===== src/rtl/hcc_pkg.sv =====
// Shared constants for the HSV color complement pipeline.
package hcc_pkg;

  localparam int CHANNEL_BITS_DEF  = 8;
  localparam int HUE_STEP_BITS_DEF = 8;
  localparam int IO_BITS           = 8;

  // Hue sector base, counted in pairs of sectors
  localparam logic [1:0] BASE_RED   = 2'd0;
  localparam logic [1:0] BASE_GREEN = 2'd1;
  localparam logic [1:0] BASE_BLUE  = 2'd2;

endpackage


===== src/rtl/hcc_div.sv =====
// Pipelined restoring divider, one quotient bit per stage.
module hcc_div import hcc_pkg::*; #(
  parameter int NW = 2 * CHANNEL_BITS_DEF,
  parameter int DW = CHANNEL_BITS_DEF,
  parameter int QW = CHANNEL_BITS_DEF + 1
) (
  input  logic          clk,
  input  logic          en,
  input  logic [NW-1:0] num_i,
  input  logic [DW-1:0] den_i,
  output logic [QW-1:0] quo_o
);

  localparam int W = (NW > DW + QW) ? NW : DW + QW;

  logic [W-1:0]  rem_r [QW-1];
  logic [DW-1:0] den_r [QW-1];
  logic [QW-1:0] quo_r [QW];

  for (genvar i = 0; i < QW; i++) begin : g_stage
    logic [W-1:0]  rin;
    logic [W-1:0]  dsh;
    logic [DW-1:0] din;
    logic [QW-1:0] qin;
    logic          ge;

    if (i == 0) begin : g_first
      assign rin = W'(num_i);
      assign din = den_i;
      assign qin = '0;
    end else begin : g_next
      assign rin = rem_r[i-1];
      assign din = den_r[i-1];
      assign qin = quo_r[i-1];
    end

    assign dsh = W'(din) << (QW - 1 - i);
    assign ge  = (rin >= dsh);

    always_ff @(posedge clk) begin
      if (en) begin
        quo_r[i] <= {qin[QW-2:0], ge};
      end
    end

    if (i < QW - 1) begin : g_rem
      always_ff @(posedge clk) begin
        if (en) begin
          rem_r[i] <= ge ? (rin - dsh) : rin;
          den_r[i] <= din;
        end
      end
    end
  end

  assign quo_o = quo_r[QW-1];

endmodule


===== src/rtl/hsv_color_complement.sv =====
// Top level: RGB to HSV, complement, HSV back to RGB, fully pipelined.
//
//  channel | direction | tdata fields (low bit first)       | tuser/tlast
//  in_     | slave     | red_in, green_in, blue_in (8 each)  | none
//  out_    | master    | red_out, green_out, blue_out        | none
//
// One transaction per cycle sustained while out_tready is high. From the accepting
// edge to out_tvalid a pixel passes the min/max register, one register per
// quotient bit of the two parallel dividers, then the hue, product and output
// stages. Reset clears valid bits only.
// All stages advance together whenever the output register is empty or taken.
module hsv_color_complement import hcc_pkg::*; #(
  parameter int CHANNEL_BITS  = CHANNEL_BITS_DEF,
  parameter int HUE_STEP_BITS = HUE_STEP_BITS_DEF
) (
  input  logic                 clk,
  input  logic                 rst_n,
  input  logic                 in_tvalid,
  output logic                 in_tready,
  input  logic [3*IO_BITS-1:0] in_tdata,   // red_in, green_in, blue_in
  output logic                 out_tvalid,
  input  logic                 out_tready,
  output logic [3*IO_BITS-1:0] out_tdata   // red_out, green_out, blue_out
);

  localparam int C  = CHANNEL_BITS;
  localparam int H  = HUE_STEP_BITS;
  localparam int HW = H + 3;
  localparam int HX = H + 4;
  localparam int QD = (C > H + 1) ? C : H + 1;
  localparam logic [C-1:0]   CH_FULL   = {C{1'b1}};
  localparam logic [HX-1:0]  HUE_RANGE = HX'(6) << H;
  localparam logic [HX-1:0]  HUE_HALF  = HX'(3) << H;
  localparam logic [C+H-1:0] K_FULL    = (C+H)'(CH_FULL) << H;

  function automatic logic [C-1:0] div_full(input logic [2*C-1:0] x);
    logic [C-1:0] qe;
    logic [C:0]   rm;
    qe = x[2*C-1:C];
    rm = (C+1)'(x[C-1:0]) + (C+1)'(qe);
    return (rm >= (C+1)'(CH_FULL)) ? qe + C'(1) : qe;
  endfunction

  logic en;
  assign en        = !out_tvalid || out_tready;
  assign in_tready = en;

  // stage 1: max, min, hue branch
  logic [C-1:0] r_in, g_in, b_in, mx, mn, dl, pos, neg, diff;
  logic [1:0]   base;

  assign r_in = C'(in_tdata[IO_BITS-1:0]);
  assign g_in = C'(in_tdata[2*IO_BITS-1:IO_BITS]);
  assign b_in = C'(in_tdata[3*IO_BITS-1:2*IO_BITS]);

  always_comb begin
    mx = r_in;
    mn = r_in;
    if (g_in > mx) mx = g_in;
    if (b_in > mx) mx = b_in;
    if (g_in < mn) mn = g_in;
    if (b_in < mn) mn = b_in;
    dl = mx - mn;
    priority if (r_in == mx) begin
      base = BASE_RED;   pos = g_in; neg = b_in;
    end else if (g_in == mx) begin
      base = BASE_GREEN; pos = b_in; neg = r_in;
    end else begin
      base = BASE_BLUE;  pos = r_in; neg = g_in;
    end
    diff = (pos >= neg) ? pos - neg : neg - pos;
  end

  logic           v1_r;
  logic [2*C-1:0] snum1_r;
  logic [C+H-1:0] fnum1_r;
  logic [C-1:0]   mx1_r, dl1_r;
  logic [1:0]     base1_r;
  logic           neg1_r, mz1_r, dz1_r;

  always_ff @(posedge clk) begin
    if (!rst_n) begin
      v1_r <= 1'b0;
    end else if (en) begin
      v1_r <= in_tvalid;
    end
  end

  always_ff @(posedge clk) begin
    if (en) begin
      snum1_r <= {dl, C'(0)} - (2*C)'(dl);
      fnum1_r <= {diff, H'(0)};
      mx1_r   <= mx;
      dl1_r   <= dl;
      base1_r <= base;
      neg1_r  <= (pos < neg);
      mz1_r   <= (mx == '0);
      dz1_r   <= (dl == '0);
    end
  end

  // dividers: saturation and hue fraction
  logic [QD-1:0] squo, fquo;

  hcc_div #(.NW(2*C), .DW(C), .QW(QD)) u_sdiv (
    .clk(clk), .en(en), .num_i(snum1_r), .den_i(mx1_r), .quo_o(squo)
  );
  hcc_div #(.NW(C+H), .DW(C), .QW(QD)) u_fdiv (
    .clk(clk), .en(en), .num_i(fnum1_r), .den_i(dl1_r), .quo_o(fquo)
  );

  logic         vd_r    [QD];
  logic [C-1:0] mxd_r   [QD];
  logic [1:0]   based_r [QD];
  logic         negd_r  [QD];
  logic         mzd_r   [QD];
  logic         dzd_r   [QD];

  for (genvar i = 0; i < QD; i++) begin : g_side
    always_ff @(posedge clk) begin
      if (!rst_n) begin
        vd_r[i] <= 1'b0;
      end else if (en) begin
        vd_r[i] <= (i == 0) ? v1_r : vd_r[(i == 0) ? 0 : i-1];
      end
    end
    always_ff @(posedge clk) begin
      if (en) begin
        if (i == 0) begin
          mxd_r[i]   <= mx1_r;
          based_r[i] <= base1_r;
          negd_r[i]  <= neg1_r;
          mzd_r[i]   <= mz1_r;
          dzd_r[i]   <= dz1_r;
        end else begin
          mxd_r[i]   <= mxd_r[(i == 0) ? 0 : i-1];
          based_r[i] <= based_r[(i == 0) ? 0 : i-1];
          negd_r[i]  <= negd_r[(i == 0) ? 0 : i-1];
          mzd_r[i]   <= mzd_r[(i == 0) ? 0 : i-1];
          dzd_r[i]   <= dzd_r[(i == 0) ? 0 : i-1];
        end
      end
    end
  end

  // stage A: hue assembly and complement
  logic [C-1:0]  sat;
  logic [HX-1:0] frac, hbase, hp, hn, hh, h2;
  logic [C-1:0]  v2;

  always_comb begin
    sat   = mzd_r[QD-1] ? '0 : C'(squo);
    frac  = dzd_r[QD-1] ? '0 : HX'(fquo);
    hbase = HX'(based_r[QD-1]) << (H + 1);
    hp    = hbase + frac;
    hn    = hbase + HUE_RANGE - frac;
    if (hn >= HUE_RANGE) hn = hn - HUE_RANGE;
    hh    = negd_r[QD-1] ? hn : hp;
    if (sat[C-1]) begin
      h2 = hh + HUE_HALF;
      if (h2 >= HUE_RANGE) h2 = h2 - HUE_RANGE;
      v2 = mxd_r[QD-1];
    end else begin
      h2 = hh;
      v2 = mxd_r[QD-1][C-1] ? '0 : CH_FULL;
    end
  end

  logic          va_r;
  logic [C-1:0]  sa_r, vala_r;
  logic [HW-1:0] ha_r;

  always_ff @(posedge clk) begin
    if (!rst_n) begin
      va_r <= 1'b0;
    end else if (en) begin
      va_r <= vd_r[QD-1];
    end
  end

  always_ff @(posedge clk) begin
    if (en) begin
      sa_r   <= sat;
      vala_r <= v2;
      ha_r   <= HW'(h2);
    end
  end

  // stage B: s * f
  logic           vb_r;
  logic [C-1:0]   sb_r, valb_r;
  logic [2:0]     secb_r;
  logic [C+H-1:0] psb_r;

  always_ff @(posedge clk) begin
    if (!rst_n) begin
      vb_r <= 1'b0;
    end else if (en) begin
      vb_r <= va_r;
    end
  end

  always_ff @(posedge clk) begin
    if (en) begin
      sb_r   <= sa_r;
      valb_r <= vala_r;
      secb_r <= ha_r[HW-1:H];
      psb_r  <= (C+H)'(sa_r) * (C+H)'(ha_r[H-1:0]);
    end
  end

  // stage C: value products
  logic [C+H-1:0] tq, tt;
  assign tq = K_FULL - psb_r;
  assign tt = K_FULL - ({sb_r, H'(0)} - psb_r);

  logic             vc_r, szc_r;
  logic [C-1:0]     valc_r;
  logic [2:0]       secc_r;
  logic [2*C-1:0]   mpc_r;
  logic [2*C+H-1:0] mqc_r, mtc_r;

  always_ff @(posedge clk) begin
    if (!rst_n) begin
      vc_r <= 1'b0;
    end else if (en) begin
      vc_r <= vb_r;
    end
  end

  always_ff @(posedge clk) begin
    if (en) begin
      szc_r  <= (sb_r == '0);
      valc_r <= valb_r;
      secc_r <= secb_r;
      mpc_r  <= (2*C)'(valb_r) * (2*C)'(CH_FULL - sb_r);
      mqc_r  <= (2*C+H)'(valb_r) * (2*C+H)'(tq);
      mtc_r  <= (2*C+H)'(valb_r) * (2*C+H)'(tt);
    end
  end

  // stage D: scale down, pick per sector, output register
  logic [C-1:0] pp, qq, tv, ro, go, bo;

  always_comb begin
    pp = div_full(mpc_r);
    qq = div_full(mqc_r[2*C+H-1:H]);
    tv = div_full(mtc_r[2*C+H-1:H]);
    if (szc_r) begin
      ro = valc_r; go = valc_r; bo = valc_r;
    end else begin
      unique case (secc_r)
        3'd0:    begin ro = valc_r; go = tv;     bo = pp;     end
        3'd1:    begin ro = qq;     go = valc_r; bo = pp;     end
        3'd2:    begin ro = pp;     go = valc_r; bo = tv;     end
        3'd3:    begin ro = pp;     go = qq;     bo = valc_r; end
        3'd4:    begin ro = tv;     go = pp;     bo = valc_r; end
        default: begin ro = valc_r; go = pp;     bo = qq;     end
      endcase
    end
  end

  logic                 out_valid_r;
  logic [3*IO_BITS-1:0] out_data_r;

  always_ff @(posedge clk) begin
    if (!rst_n) begin
      out_valid_r <= 1'b0;
    end else if (en) begin
      out_valid_r <= vc_r;
    end
  end

  always_ff @(posedge clk) begin
    if (en) begin
      out_data_r <= {IO_BITS'(bo), IO_BITS'(go), IO_BITS'(ro)};
    end
  end

  assign out_tvalid = out_valid_r;
  assign out_tdata  = out_data_r;

  a_hue_range: assert property (@(posedge clk) disable iff (!rst_n)
    va_r |-> (HX'(ha_r) < HUE_RANGE))
    else $error("hue out of range");

  a_value_flip: assert property (@(posedge clk) disable iff (!rst_n)
    (va_r && !sa_r[C-1]) |-> (vala_r == CH_FULL || vala_r == '0))
    else $error("unsaturated value not flipped to an extreme");

  a_grey_out: assert property (@(posedge clk) disable iff (!rst_n)
    (vc_r && en && szc_r) |=>
      (out_tdata[IO_BITS-1:0] == out_tdata[2*IO_BITS-1:IO_BITS] &&
       out_tdata[2*IO_BITS-1:IO_BITS] == out_tdata[3*IO_BITS-1:2*IO_BITS]))
    else $error("grey pixel with unequal channels");

endmodule


===== config.mk =====
export PLATFORM = sky130hd
export DESIGN_NAME = hsv_color_complement
export DESIGN_NICKNAME = d
export VERILOG_FILES = /design/src/rtl/hcc_pkg.sv /design/src/rtl/hcc_div.sv /design/src/rtl/hsv_color_complement.sv
export SDC_FILE = /design/constraint.sdc
export NUM_CORES = 2
export LEC_CHECK = 0
export BUFFER_PORTS_ARGS = -buffer_cell sky130_fd_sc_hd__buf_2
export CAP_MARGIN = 20
export CORE_MARGIN = 2
export CORE_UTILIZATION = 55
export CTS_CLUSTER_SIZE = 24
export DETAILED_ROUTE_END_ITERATION = 12
export PLACE_DENSITY = 0.74
export SLEW_MARGIN = 20
export SYNTH_ARGS = -nofsm -noshare
export SYNTH_HDL_FRONTEND = slang
export SYNTH_SLANG_ARGS = --single-unit

===== constraint.sdc =====
create_clock -name clk -period 29.7 [get_ports clk]
set_input_delay 5.94 -clock clk [delete_from_list [all_inputs] [get_ports clk]]
set_output_delay 5.94 -clock clk [all_outputs]
set_load 0.01 [all_outputs]

=== Word-level counts from Yosys, hierarchy flattened ===
Memories as Yosys holds them, arrays and structs flattened. A register that Yosys moved wholly into a read port is not among the register bits.
Cells that the tools add are included.
Widths: inputs -> output; s select.

* Bits in read-only memories: 0
* Output and inout bits: 26
* RAM bits: 688
* Register bits after elaboration: 211
* Logic and storage cells: 191
* Latch bits: 0
* Memories: 12

* Shifts and indexed selects: 0
* Reduce and logical (&&, ||, !) cells: 11
* Eq/ne operators: 6
* Mux-type cells: 57
* Add/subtract/negate cells: 36
* Bitwise logic cells: 9
* $mul: 4
* Divide/modulo/power cells: 0
* Magnitude comparators: 29

{| class="wikitable"
|+ Memories
! memory !! depth !! bits a word !! read ports !! clocked after memory_dff !! write ports !! RTL line !! source
|-
| u_fdiv.rem_r || 8 || 17 || 8 || 0 || 8 || hcc_div.sv:16 || <nowiki>logic [W-1:0] rem_r [QW-1];</nowiki>
|-
| u_sdiv.rem_r || 8 || 17 || 8 || 0 || 8 || hcc_div.sv:16 ||
|-
| u_fdiv.quo_r || 9 || 9 || 9 || 0 || 9 || hcc_div.sv:18 || <nowiki>logic [QW-1:0] quo_r [QW];</nowiki>
|-
| u_sdiv.quo_r || 9 || 9 || 9 || 0 || 9 || hcc_div.sv:18 ||
|-
| mxd_r || 9 || 8 || 9 || 0 || 9 || hsv_color_complement.sv:113 || <nowiki>logic [C-1:0] mxd_r [QD];</nowiki>
|-
| u_fdiv.den_r || 8 || 8 || 8 || 0 || 8 || hcc_div.sv:17 || <nowiki>logic [DW-1:0] den_r [QW-1];</nowiki>
|-
| 6 more memories || -- || -- || -- || -- || -- || -- ||
|}

{| class="wikitable"
|+ Operators by type and width
! cell !! count
|-
| $mux 17 || 16
|-
| $mux 8 || 18
|-
| $pmux 8 s3 || 3
|-
| $mul 8x16->24 || 2
|-
| $ge 17x10->1 || 2
|-
| $ge 17x11->1 || 2
|-
| $ge 17x12->1 || 2
|-
| $ge 17x13->1 || 2
|-
| $ge 17x14->1 || 2
|-
| $ge 17x15->1 || 2
|-
| $ge 17x8->1 || 2
|-
| $ge 17x9->1 || 2
|-
| $sub 16x16->17 || 2
|-
| $sub 17x10->17 || 2
|-
| $sub 17x11->17 || 2
|-
| $sub 17x12->17 || 2
|-
| $sub 17x13->17 || 2
|-
| $sub 17x14->17 || 2
|-
| $sub 17x15->17 || 2
|-
| $sub 17x9->17 || 2
|-
| $ge 16x16->1 || 2
|-
| $sub 16x16->16 const A || 2
|-
| $add 8x8->9 || 3
|-
| $ge 9x8->1 const B || 3
|-
| other kinds (32) || 71
|}

=== Logic depth before layout (Yosys ltp) ===
An unclocked memory read counts as a cell.

* Depth in word-level cells: 10
* Mapped depth: 37
* Depth with buffers taken out: 35

=== By module ===
Synthesis repeated with hierarchy kept, for this count alone.

* Cells, all modules: 4518
* Area, all modules: 52245.1 sq um

{| class="wikitable"
|+ By module, submodules not included
! module !! times used !! cells an instance !! area an instance (sq um) !! sequential area each (sq um)
|-
| hsv_color_complement || 1 || 2613 || 27933.0 || 9579.2
|-
| hcc_div at u_sdiv || 1 || 954 || 12200.5 || 7357.1
|-
| hcc_div at u_fdiv || 1 || 951 || 12111.6 || 7357.1
|}

=== Least setup slack after synthesis ===
OpenSTA, ideal clock, no wires.

* Kind: input to output
* Start: input out_tready
* End: output in_tready
* Setup slack: -1.002 ns
* Stages on the path: 4
* Arrival time: 24.762 ns
* Path through: nor2b_1 clkbuf_1 inv_1 clkbuf_1

* Longest elaborated chain between the ends: 1

{| class="wikitable"
|+ RTL lines
! element !! RTL line !! source
|-
| start: declaration || hsv_color_complement.sv:22 || <nowiki>input logic out_tready,</nowiki>
|-
| $logic_or 1x1->1 || hsv_color_complement.sv:45 || <nowiki>assign en = !out_tvalid || out_tready;</nowiki>
|-
| end: declaration || hsv_color_complement.sv:19 || <nowiki>output logic in_tready,</nowiki>
|}

No other way between the ends.

=== Final worst setup path ===
* Start: input in_tdata[7]
* End: register fnum1_r[15] (data pin)

* Longest elaborated chain between the ends: 9
* Elaborated cells between the ends (all ways): 14

{| class="wikitable"
|+ RTL lines
! element !! RTL line !! source
|-
| start: declaration || hsv_color_complement.sv:20 || <nowiki>input logic [3*IO_BITS-1:0] in_tdata,</nowiki>
|-
| $gt 8x8->1 || hsv_color_complement.sv:59 || <nowiki>if (g_in > mx) mx = g_in;</nowiki>
|-
| $mux 8 || hsv_color_complement.sv:59 ||
|-
| $gt 8x8->1 || hsv_color_complement.sv:60 || <nowiki>if (b_in > mx) mx = b_in;</nowiki>
|-
| $mux 8 || hsv_color_complement.sv:60 ||
|-
| $eq 8x8->1 || hsv_color_complement.sv:66 || <nowiki>end else if (g_in == mx) begin</nowiki>
|-
| $mux 8 || hsv_color_complement.sv:66 ||
|-
| $mux 8 || hsv_color_complement.sv:64 || <nowiki>priority if (r_in == mx) begin</nowiki>
|-
| $sub 8x8->8 or $ge 8x8->1 (tied branches) || hsv_color_complement.sv:71 || <nowiki>diff = (pos >= neg) ? pos - neg : neg - pos;</nowiki>
|-
| $mux 8 (*) || hsv_color_complement.sv:71 ||
|-
| via diff[7] || hsv_color_complement.sv:49 || <nowiki>logic [C-1:0] r_in, g_in, b_in, mx, mn, dl, pos, neg, diff;</nowiki>
|-
| end signal: assignment || hsv_color_complement.sv:92 || <nowiki>fnum1_r <= {diff, H'(0)};</nowiki>
|-
| end: declaration || hsv_color_complement.sv:76 || <nowiki>logic [C+H-1:0] fnum1_r;</nowiki>
|}

Mark *: on every way through the listed nets, which the timed path passes. The rest lies on a longest branch.
A chain may end at the register's enable or synchronous reset.

==> results summary <==
The largest net degree at the start of global routing is 170. The horizontal die dimension is 298 um. For this configuration, the core starts out at a cell density of 0.557.

At the worst endpoint, the arrival time is 15.17 ns. The later-pin clock latency in the skew report came out at 0.64 ns. The average instance area after synthesis came out at 10.9 sq um. The total congestion overflow came out at 0. The total wire length is 92400 um.

The most frequently used flop master after synthesis is sky130_fd_sc_hd__edfxtp_1. The required time of the critical path is 30.08 ns. Setup total negative slack on the finished layout was measured at 0 ns. The number of cell rows is 107. The number of pins exceeding their max-slew limit in the final report came out at 0. The worst setup path is of the input pin to flop kind. The die boundary height is 298 um.

The flow ran to the end, and the final reports show no timing, DRC or antenna violations. The count of warnings emitted by yosys is 0. The worst setup skew after layout came out at 0.0409 ns.

The final worst-path cycle share is 0.498. The largest incremental delay on the critical path is 0.73 ns. The final critical-path setup slack came out at 14.92 ns. At the end of routability-driven placement, the weighted congestion stood at 0.890.

The smallest clock period supported by the final layout is computed as 14.78 ns. The slowest cell on the critical path is sky130_fd_sc_hd__nor4_2. The worst hold path belongs to the class flop to flop. The cell area after synthesis is 47600 sq um. The total I/O pin count came out at 54. Once placement completed, the tool counted placed cells totaling 5485. Synthesis produced a netlist with a net count of 5056. The global-route usage over all layers is 0.211.

The DRC marker count from the first detailed-route iteration is 1957. For this run, asynchronously set or reset flops after synthesis account for 0. The final hold violation count came out at 0. In this run, post-CTS repair resized a total of 0 instances. The share of final-layout standard cells stronger than drive strength 1 is 0.0567. Setup violations remaining at the end of the flow were counted as 0.

Max-cap violations in this run came to 0. The synthesized instance count came out at 4363. The number of cells on the worst hold path came out at 0. The kind of launch point of the worst setup path is an input pin. The final-layout fill cell count came out at 6826. The cell count of the worst reg-to-reg path came out at 29.

The largest fanout of any net on the critical path is 32. The first-pass GRT wire length came out at 154000 um. The number of global-route vias before repair is 31382.

The number of hold buffers added after CTS is 0. The setup slack at placement came out at 14.38 ns. TritonCTS built the clock tree. Setup repair after global routing left no endpoint under its margin. The achievable frequency is 0.0676 GHz. The pin slew with the least headroom to its limit is 1.08 ns.

The area added between synthesis and finish is 8.65%. The HPWL after detailed placement is 68400 um. Headroom to the max-slew limit came out at 0.279.

The area used by sequential logic in the layout is 20800 sq um. The count of nets after finishing came out at 5112. The number of nets with antenna violations after detailed routing is 0. The number of remaining DRC errors is 0. The count of input and output buffers is 53. The via count normalized by instance count came out at 5.50. The worst setup path is captured at a flop.

The area taken by multi-input logic gates is 24200 sq um. In this run, CTS created clock tree buffers numbering 76. Leaving out fill and tap cells, the most frequent cell in the layout is sky130_fd_sc_hd__edfxtp_1. The floorplan step defined a die boundary enclosing 88900 sq um. The largest buffer count on any clock path came out at 3. The routed length per placed instance is 16.4 um. The number of storage elements in the synthesis netlist came out at 694. The H-tree depth came out at 3.

The number of flops mapped to enable cells by yosys is 688. The number of distinct standard cells referenced by the synthesized netlist came out at 94. Clock-pin slew was measured on the worst setup and hold paths at 0.07 ns. The count of TritonRoute iterations in the first routing pass is 11.

0 antenna diodes ended up in the layout. The number of antenna violations at the first check in global routing was 0. The area of the core region came out at 85400 sq um.

The finished layout holds 5627 standard cells, fillers aside. The count of clock tree sinks is 694. In the layout the commonest cells are sky130_fd_sc_hd__edfxtp_1 (688), sky130_fd_sc_hd__inv_1 (594), sky130_fd_sc_hd__ha_1 (404), sky130_fd_sc_hd__nand2_1 (359), sky130_fd_sc_hd__fa_1 (261).

The proportion of synthesized chip area in sequential cells is 0.437. The total via count after detailed routing is 30949. The buffer type at the clock tree root is sky130_fd_sc_hd__clkbuf_16.

The buffers inserted during post-CTS setup optimization is 0.
[layout make-up]
class,count,share of cell area
clock buffers,83,0.0373
multi-input cells,2968,0.467
clock inverters,59,0.0128
flip-flops and latches,694,0.402
repair buffers,81,0.00944
well taps,1144,0.0277
inverters,598,0.0436
[through the flow]
step / utilization / cell area (sq um) / hold WS, ns
2_1_floorplan: - / 47600 / 0.400
3_3_place_gp: 0.575 / 49100 / 0.401
3_5_place_dp: 0.575 / 49100 / 0.405
4_1_cts: 0.605 / 51700 / 0.414
5_1_grt: 0.605 / 51700 / 0.421
6_report: 0.605 / 51700 / 0.412
[cells by family after synthesis]
kind of cell,share of synthesized area
compound gates,0.0958
buf+inv,0.0557
mux,0.0103
flops,0.437
fa+ha+maj,0.216
xor+xnor,0.0493
simple gates,0.136
[critical path, delay by kind of cell]
family | cells | cell delay (ns)
xor+xnor | 1 | 0.16
simple gates | 8 | 2.47
compound gates | 15 | 4.49
mux | 1 | 0.09
buf+inv | 4 | 0.73
fa+ha+maj | 4 | 1.25
[routing by layer]
layer / GRT usage / wire length (um) / vias to the layer above
met1: 0.255 / 38500 / 14989
li1: - / - / 15142
met2: 0.384 / 47400 / 625
met3: 0.0252 / 3370 / 193
met5: 0 / 0 / -
met4: 0.0802 / 3130 / 0
[state kept, by name (all words and copies together), names as in the netlist, 9 cells and up]
register,cells
dzd_r,9
mpc_r,16
based_r,18
u_sdiv.rem_r,132
mtc_r,16
negd_r,9
mqc_r,16
ha_r,11
u_fdiv.den_r,60
vd_r,9
u_fdiv.rem_r,100
psb_r,16
mzd_r,9
u_sdiv.quo_r,36
u_sdiv.den_r,31
out_tdata,24
u_fdiv.quo_r,45
snum1_r,16
mxd_r,41
[path summary, 6_finish.rpt]
path                    start           to  slack (ns)
setup / recovery  in_tdata[7]  fnum1_r[15]       14.92
hold / removal      vala_r[1]    valb_r[1]        0.41
setup reg to reg     psb_r[1]    mtc_r[23]       22.30
hold reg to reg     vala_r[1]    valb_r[1]        0.41
[synthesized netlist by cell type (all sizes together), types with 12 or more instances]
| cell | n | share of area |
|---|---|---|
| mux2 | 15 | 0.0035 |
| nor2 | 228 | 0.018 |
| nand2b | 99 | 0.013 |
| nor3 | 51 | 0.0055 |
| and2 | 154 | 0.020 |
| fa | 261 | 0.11 |
| clkbuf | 95 | 0.0075 |
| nand4 | 31 | 0.0041 |
| and3 | 30 | 0.0039 |
| o31ai | 16 | 0.0025 |
| o21bai | 16 | 0.0025 |
| xnor2 | 164 | 0.030 |
| xor2 | 101 | 0.019 |
| edfxtp | 688 | 0.43 |
| nor4 | 32 | 0.0045 |
| a21oi | 221 | 0.023 |
| nor2b | 127 | 0.017 |
| nand2 | 360 | 0.028 |
| mux2i | 32 | 0.0067 |
| or2 | 15 | 0.0020 |
| o22ai | 12 | 0.0017 |
| inv | 596 | 0.047 |
| or4 | 24 | 0.0038 |
| nand3 | 65 | 0.0068 |
| a21boi | 25 | 0.0042 |
| a21o | 106 | 0.017 |
| o21ai | 187 | 0.020 |
| ha | 404 | 0.11 |
| or3 | 15 | 0.0021 |
| a221oi | 13 | 0.0025 |
| o21a | 14 | 0.0022 |
| o211ai | 27 | 0.0044 |
| a211oi | 15 | 0.0024 |
Power is left out: the tool's default activity adds up to more than one toggle a clock period on the data nets, which glitch-free logic cannot reach.
